### config.mk
export PLATFORM = sky130hd
export DESIGN_NAME = oaht_div
export DESIGN_NICKNAME = d
export VERILOG_FILES = /design/src/rtl/core/oaht_pkg.sv /design/src/rtl/core/oaht_div.sv
export SDC_FILE = /design/constraint.sdc
export NUM_CORES = 1
export LEC_CHECK = 0
export ABC_AREA = 1
export BUFFER_PORTS_ARGS = -buffer_cell sky130_fd_sc_hd__buf_2
export CAP_MARGIN = 0
export CORE_UTILIZATION = 45
export CTS_CLUSTER_SIZE = 12
export DETAILED_ROUTE_END_ITERATION = 6
export PLACE_DENSITY_LB_ADDON = 0.2
export SYNTH_ARGS = -nofsm -noshare
export SYNTH_HDL_FRONTEND = slang
export SYNTH_SLANG_ARGS = --single-unit
### constraint.sdc
create_clock -name clk_i -period 2.6 [get_ports clk_i]
set_clock_uncertainty 0.15 [all_clocks]
set_input_delay 0 -clock clk_i [delete_from_list [all_inputs] [get_ports clk_i]]
set_output_delay 0 -clock clk_i [all_outputs]
set_load 0.005 [all_outputs]
### src/rtl/core/oaht_pkg.sv
// Shared constants, codes and divider handshake types for the open-addressing hash table.
package oaht_pkg;

  localparam int TABLE_DEPTH = 1024;
  localparam int SLOT_W      = 10;
  localparam int SIZE_W      = 11;
  localparam int KEY_W       = 30;
  localparam int COLL_W      = 12;
  localparam int TOT_W       = 32;
  localparam int COEF_W      = 10;
  localparam int CFG_IDX_W   = 3;
  localparam int CFG_DATA_W  = 11;
  localparam int ACC_W       = 22;
  localparam int RECIP_W     = 31;
  localparam int DEC_SHIFT   = 40;

  // Probe modes.
  localparam logic [1:0] MODE_LINEAR    = 2'd0;
  localparam logic [1:0] MODE_DOUBLE    = 2'd1;
  localparam logic [1:0] MODE_UNIVERSAL = 2'd2;

  // Operations.
  localparam logic OP_INSERT = 1'b0;
  localparam logic OP_SEARCH = 1'b1;

  // Register indexes.
  localparam logic [CFG_IDX_W-1:0] REG_PROBE_MODE = 3'd0;
  localparam logic [CFG_IDX_W-1:0] REG_TABLE_SIZE = 3'd1;
  localparam logic [CFG_IDX_W-1:0] REG_COEF_HIGH  = 3'd2;
  localparam logic [CFG_IDX_W-1:0] REG_COEF_MID   = 3'd3;
  localparam logic [CFG_IDX_W-1:0] REG_COEF_LOW   = 3'd4;

  // Decimal group size for the universal hash.
  localparam logic [SIZE_W-1:0] DEC_GROUP = 11'd1000;

  // Reciprocal of 1000 scaled by 2**40 and rounded up; the quotient it gives
  // is exact for every dividend below 2**30.
  localparam logic [RECIP_W-1:0] DEC_RECIP = 31'd1099511628;

  typedef struct packed {
    logic              start;
    logic [KEY_W-1:0]  dividend;
    logic [SIZE_W-1:0] divisor;
  } div_req_t;

  typedef struct packed {
    logic              busy;
    logic              done;
    logic [KEY_W-1:0]  quot;
    logic [SIZE_W-1:0] rem;
  } div_rsp_t;

endpackage

### src/rtl/core/oaht_div.sv
// Shared restoring divider, one quotient bit per cycle.
module oaht_div (
  input  logic               clk_i,
  input  logic               rst_ni,
  input  oaht_pkg::div_req_t req_i,
  output oaht_pkg::div_rsp_t rsp_o
);

  localparam int CNT_W = $clog2(oaht_pkg::KEY_W + 1);

  logic                          busy_q;
  logic                          done_q;
  logic [CNT_W-1:0]              cnt_q;
  logic [oaht_pkg::KEY_W-1:0]    quot_q;
  logic [oaht_pkg::SIZE_W-1:0]   rem_q;
  logic [oaht_pkg::SIZE_W-1:0]   divisor_q;
  logic [oaht_pkg::SIZE_W:0]     trial;
  logic                          take;

  // Shift the next dividend bit into the partial remainder and try a subtract.
  assign trial = {rem_q, quot_q[oaht_pkg::KEY_W-1]};
  assign take  = trial >= {1'b0, divisor_q};

  always_ff @(posedge clk_i or negedge rst_ni) begin
    if (!rst_ni) begin
      busy_q <= 1'b0;
      done_q <= 1'b0;
      cnt_q  <= '0;
    end else begin
      done_q <= 1'b0;
      if (req_i.start && !busy_q) begin
        busy_q <= 1'b1;
        cnt_q  <= CNT_W'(oaht_pkg::KEY_W);
      end else if (busy_q) begin
        cnt_q <= cnt_q - 1'b1;
        if (cnt_q == CNT_W'(1)) begin
          busy_q <= 1'b0;
          done_q <= 1'b1;
        end
      end
    end
  end

  // Datapath registers.
  always_ff @(posedge clk_i) begin
    if (req_i.start && !busy_q) begin
      quot_q    <= req_i.dividend;
      rem_q     <= '0;
      divisor_q <= req_i.divisor;
    end else if (busy_q) begin
      quot_q <= {quot_q[oaht_pkg::KEY_W-2:0], take};
      rem_q  <= take ? oaht_pkg::SIZE_W'(trial - {1'b0, divisor_q})
                     : trial[oaht_pkg::SIZE_W-1:0];
    end
  end

  assign rsp_o.busy = busy_q;
  assign rsp_o.done = done_q;
  assign rsp_o.quot = quot_q;
  assign rsp_o.rem  = rem_q;

endmodule

==> results of run 1 <==
==> power breakdown <==
part / internal [mW] / switching [mW]
Combinational: 1.00 / 1.37
Clock: 0.436 / 0.371
Sequential: 1.54 / 0.293
Total: 2.98 / 2.03
==> final timing paths <==
path / depth (start not counted) / end / start / slack (ns)
worst max-delay path: 10 / quot_q[0]$_DFFE_PP_ / quot_q[29]$_DFFE_PP_ / 0.35
worst min-delay path: 2 / divisor_q[6]$_DFFE_PP_ / req_i[6] / 0.22
worst max register to register: 10 / quot_q[0]$_DFFE_PP_ / quot_q[29]$_DFFE_PP_ / 0.35
worst min register to register: 2 / rem_q[3]$_SDFFE_PP0P_ / rem_q[3]$_SDFFE_PP0P_ / 0.34
max in group asynchronous: 3 / cnt_q[4]$_DFFE_PN0P_ / rst_ni / 1.59
min in group asynchronous: 3 / cnt_q[2]$_DFFE_PN0P_ / rst_ni / 0.46
==> cell usage after synthesis <==
| cell | count | area, µm² |
|---|---|---|
| inv_1 | 51 | 191 |
| inv_2 | 2 | 7.51 |
| nor3_1 | 1 | 5.00 |
| and2_4 | 1 | 8.76 |
| or2_1 | 1 | 6.26 |
| nand2_2 | 10 | 62.6 |
| nor2_1 | 12 | 45.0 |
| nand4_2 | 1 | 12.5 |
| buf_6 | 1 | 11.3 |
| nand3_2 | 7 | 70.1 |
| nand2_1 | 159 | 597 |
| a22oi_1 | 1 | 7.51 |
| xnor2_1 | 1 | 8.76 |
| buf_2 | 4 | 20.0 |
| nand3_1 | 26 | 130 |
| edfxtp_1 | 41 | 1230 |
| ha_1 | 13 | 163 |
| xor2_1 | 2 | 17.5 |
| clkbuf_1 | 7 | 26.3 |
| fa_1 | 1 | 20.0 |
| buf_4 | 2 | 15.0 |
| a21oi_1 | 3 | 15.0 |
| o21bai_1 | 1 | 7.51 |
| a21oi_2 | 1 | 8.76 |
| dfrtp_1 | 7 | 175 |
| or2_2 | 1 | 6.26 |
| o21ai_0 | 4 | 20.0 |
| nor2_2 | 4 | 25.0 |
| dfxtp_1 | 11 | 220 |
| buf_12 | 1 | 20.0 |
| nand4_1 | 14 | 87.6 |
==> metrics by stage <==
step           hold slack (ns)  std cells
2_1_floorplan           -0.446        391
3_3_place_gp            -0.311        565
3_5_place_dp            -0.305        565
4_1_cts                  0.206        625
5_1_grt                  0.207        625
6_report                 0.219        625
==> kinds of logic after synthesis <==
group | synth area share
buffers and inverters | 0.0899
adder cells (fa/ha/maj) | 0.0564
flip-flops | 0.502
XOR/XNOR | 0.00811
AND/OR/NAND/NOR | 0.326
AO/OA/AOI/OAI | 0.0181
==> worst register-to-register path: stages (launching register included) <==
cell and delay [ns]:
edfxtp_1 0.38, inv_1 0.09, ha_1 0.20, fa_1 0.22
inv_1 0.06, nand3_1 0.08, nand3_2 0.12, nand2_2 0.11
nand4_2 0.38, nand2_1 0.17, nand2_1 0.06
==> per-layer routing <==
layer | wire (µm) | vias up | global-route usage
met5 | 0 | - | 0
met4 | 167 | 0 | 0.102
met3 | 471 | 17 | 0.0559
met2 | 3790 | 99 | 0.385
met1 | 3370 | 1314 | 0.263
li1 | - | 1511 | -
==> state kept, by name (all words and copies together), names as in the netlist <==
signal / flops
cnt_q: 5
done_q: 1
divisor_q: 11
busy_q: 1
quot_q: 30
rem_q: 11
==> layout by cell type, fill, tap and decap left out, drive strengths merged, types with 2 or more instances in the layout <==
cell         count
inv             53
xor2             2
nand2          169
o21ai            4
dlygate4sd3     44
nor2            16
clkbuf          10
nand4           15
edfxtp          41
nand3           33
buf             93
or2              2
ha              13
clkinv           5
a21oi            4
dfrtp            7
dfxtp           11
==> final cells by class <==
cell class / count / area (µm²) / share of cell area
Inverter: 53 / 199 / 0.0453
Clock buffer: 10 / 128 / 0.0290
Multi-Input combinational cell: 264 / 1330 / 0.302
Clock inverter: 6 / 57.6 / 0.0131
Tap cell: 96 / 120 / 0.0273
Timing Repair Buffer: 137 / 936 / 0.213
Sequential cell: 59 / 1630 / 0.370
==> flow_summary.json, run 1 <==
{
  "synth_area_per_cell_um2": 8.29,
  "globalRouteOverflowTotal": 0,
  "gp_congestion": 0.873,
  "worstPathRequired_ns": 2.55,
  "grt_pass1_wl_mm": 12.8,
  "die-height_um": 86.9,
  "placed_area_um2": 3770,
  "grt_pass1_vias": 2900,
  "ios": 87,
  "worst_pin_slew_ns": 0.728,
  "antenna_left": 0,
  "arrival_ns": 2.19,
  "die_x_um": 86.9,
  "fin_crit_sh": 0.864,
  "h-tree-depth": 3,
  "crit_path_top_delay_cell": "edfxtp_1",
  "max_freq_ghz": 0.445,
  "ys_warn_count": 0,
  "synth_area_um2": 3240,
  "clock_sinks": 59,
  "hold_violations": 0,
  "cts_tree": "yes",
  "antenna_found_initial": 0,
  "cts_setup_buffers": 0,
  "vias": 2941,
  "startpoint_type": "register",
  "netlist_instances": 391,
  "cap_violations": 0,
  "post-route-worst-setup-slack_ns": 0.354,
  "synthToLayoutAreaGrowth_pct": 35.6,
  "utilization": 0.640,
  "hold_path.class": "input port to register",
  "numCtsBuffers": 9,
  "yosys_register_bits": 59,
  "p_per_area_nw_per_um2": 1140,
  "leakage_nw": 2.24,
  "vdd_ir_drop_max_mv": 0.520,
  "tns_ns": 0,
  "crit_family": "simple AND/OR/NAND/NOR gates",
  "port_buffers": 86,
  "maxSlewViolCount": 0,
  "status": "complete, no violations",
  "totalWireLength_mm": 7.80,
  "path_clk_slew_ns": 0.07,
  "drtIter0Drc": 186,
  "syn_nets": 449,
  "fin_area_um2": 4400,
  "setup_viol": 0,
  "clock_latency_ns": 0.34,
  "first_pass_iters": 4,
  "start_util": 0.472,
  "pre_cts_ws_ns": 0.338,
  "grt_usage": 0.224,
  "rows": 30,
  "layout-drive-gt1-share": 0.253,
  "cts-root-buf": "clkbuf_8",
  "crit_fanout": 12,
  "fillCellCount": 603,
  "cpPeakStageDelay_ns": 0.38,
  "place_hpwl_mm": 5.09,
  "remaining_drc_errors": 0,
  "synthDistinctLibCells": 31,
  "fp.coreArea_um2": 6870,
  "cts_resized": 0,
  "layout.nets": 582,
  "cts_buffer_depth": 2,
  "total_power_mw": 5.01,
  "die_area_um2": 7550,
  "cp.buffers_inverters": 2,
  "rsz0062_at_grt": "false",
  "wl_per_cell_um": 12.5,
  "cts.hold.buffers_added": 44,
  "cp-end-kind": "register",
  "yosysSeqAreaShare": 0.502,
  "critPathKind": "register to register",
  "grt_max_degree": 32,
  "num_antenna_cells": 0,
  "slew_headroom": 0.515,
  "cp_cell_sequence": "inv_1 -> ha_1 -> fa_1 -> inv_1 -> nand3_1 -> nand3_2 -> nand2_2 -> nand4_2 -> nand2_1 -> nand2_1",
  "via_per_inst": 4.71,
  "fin_crit_ns": 2.25
}
No activity file was read; power rests on OpenSTA's default activity.
==> run 2, diff against run 1 <==
- CELL_PAD_IN_SITES_DETAIL_PLACEMENT: not set -> 1
- CELL_PAD_IN_SITES_GLOBAL_PLACEMENT: not set -> 1
- CORE_UTILIZATION: 45 -> 38
- CTS_BUF_LIST: not set -> sky130_fd_sc_hd__clkbuf_16
==> flow_summary.json, run 2 (synthesis gave the netlist of run 1 again) <==
{
  "cts_resized": 0,
  "grt_pass1_wl_mm": 16.9,
  "start_util": 0.395,
  "fp.coreArea_um2": 8220,
  "p_per_area_nw_per_um2": 1210,
  "antenna_found_initial": 0,
  "fin_crit_ns": 2.31,
  "num_antenna_cells": 0,
  "wl_per_cell_um": 16.3,
  "remaining_drc_errors": 0,
  "place_hpwl_mm": 5.88,
  "die-height_um": 94.4,
  "cts_buffer_depth": 2,
  "grt_usage": 0.258,
  "drtIter0Drc": 114,
  "layout-drive-gt1-share": 0.246,
  "antenna_left": 0,
  "startpoint_type": "register",
  "hold_path.class": "input port to register",
  "max_freq_ghz": 0.433,
  "grt_pass1_vias": 3320,
  "ios": 87,
  "arrival_ns": 2.24,
  "first_pass_iters": 4,
  "synthToLayoutAreaGrowth_pct": 37.8,
  "mostFrequentLayoutCells": "nand2_1 (159), buf_2 (86), inv_1 (54), dlygate4sd3_1 (44), edfxtp_1 (41)",
  "reg_top3": "quot_q x30, divisor_q x11, rem_q x11",
  "layout.nets": 581,
  "status": "complete, no violations",
  "crit_fanout": 12,
  "cts_tree": "yes",
  "h-tree-depth": 3,
  "cp-end-kind": "register",
  "leakage_nw": 2.28,
  "rsz0062_at_grt": "false",
  "grt_max_degree": 44,
  "fin_hold_ws_ns": 0.230,
  "tns_ns": 0,
  "layout_commonest_cell": "nand2_1",
  "top_register": "quot_q",
  "numCtsBuffers": 9,
  "hold_violations": 0,
  "port_buffers": 86,
  "vias": 3053,
  "globalRouteOverflowTotal": 0,
  "rows": 33,
  "clock_latency_ns": 0.33,
  "die_area_um2": 8900,
  "cap_violations": 0,
  "vdd_ir_drop_max_mv": 0.582,
  "cts-root-buf": "clkbuf_16",
  "critPathKind": "register to register",
  "slew_headroom": 0.487,
  "gp_congestion": 0.835,
  "worst_pin_slew_ns": 0.769,
  "maxSlewViolCount": 0,
  "totalWireLength_mm": 10.3,
  "worstPathRequired_ns": 2.53,
  "cts.hold.buffers_added": 44,
  "setup_viol": 0,
  "die_x_um": 94.4,
  "clock_sinks": 59,
  "fin_crit_sh": 0.887,
  "via_per_inst": 4.82,
  "largest_reg_flops": 30,
  "cts_setup_buffers": 0,
  "path_clk_slew_ns": 0.05
}
==> run 2: cell type report <==
type / count / area, µm²
Inverter: 53 / 199
Clock inverter: 7 / 28.8
Timing Repair Buffer: 136 / 928
Clock buffer: 9 / 225
Multi-Input combinational cell: 264 / 1330
Tap cell: 105 / 131
Sequential cell: 59 / 1630
Fill cell: 1020 / 3750
==> run 2: worst paths after layout <==
check / endpoint / depth (start not counted) / start / slack (ns)
worst max-delay path: quot_q[0]$_DFFE_PP_ / 10 / quot_q[29]$_DFFE_PP_ / 0.29
worst min-delay path: divisor_q[7]$_DFFE_PP_ / 2 / req_i[7] / 0.23
worst max register to register: quot_q[0]$_DFFE_PP_ / 10 / quot_q[29]$_DFFE_PP_ / 0.29
worst min register to register: rem_q[10]$_SDFFE_PP0P_ / 2 / rem_q[10]$_SDFFE_PP0P_ / 0.33
max in group asynchronous: cnt_q[3]$_DFFE_PN0P_ / 3 / rst_ni / 1.55
min in group asynchronous: cnt_q[4]$_DFFE_PN0P_ / 3 / rst_ni / 0.50
==> run 2: where the power goes <==
| group | leakage (nW) | total [mW] | switching [mW] | internal (mW) |
|---|---|---|---|---|
| sequential | 0.583 | 1.88 | 0.330 | 1.55 |
| combinational | 1.55 | 2.50 | 1.50 | 1.00 |
| clock | 0.138 | 1.05 | 0.429 | 0.624 |
==> run 2: stage by stage <==
step | total power [mW] | utilization | std cells | instance area, µm² | setup WS, ns
5_1_grt | 5.89 | 0.544 | 633 | 4470 | 0.109
4_1_cts | 5.37 | 0.544 | 633 | 4470 | 0.262
6_report | 5.43 | 0.544 | 633 | 4470 | 0.293
3_3_place_gp | 4.15 | 0.459 | 573 | 3770 | 0.377
2_1_floorplan | 3.47 | - | 391 | 3240 | 0.632
3_5_place_dp | 4.24 | 0.459 | 573 | 3770 | 0.269
==> run 2: worst max-delay path, stage by stage, from the launching register on <==
cell	delay, ns
edfxtp_1	0.38
inv_1	0.09
ha_1	0.19
fa_1	0.22
inv_1	0.07
nand3_1	0.09
nand3_2	0.12
nand2_2	0.11
nand4_2	0.40
nand2_1	0.18
nand2_1	0.06
==> run 2: metal layers <==
layer | up-vias | GRT usage | part of all wire
met2 | 66 | 0.465 | 0.52
met1 | 1465 | 0.296 | 0.42
met4 | 0 | 0.0744 | 0.016
li1 | 1509 | - | -
met3 | 13 | 0.0717 | 0.045
met5 | - | 0 | 0
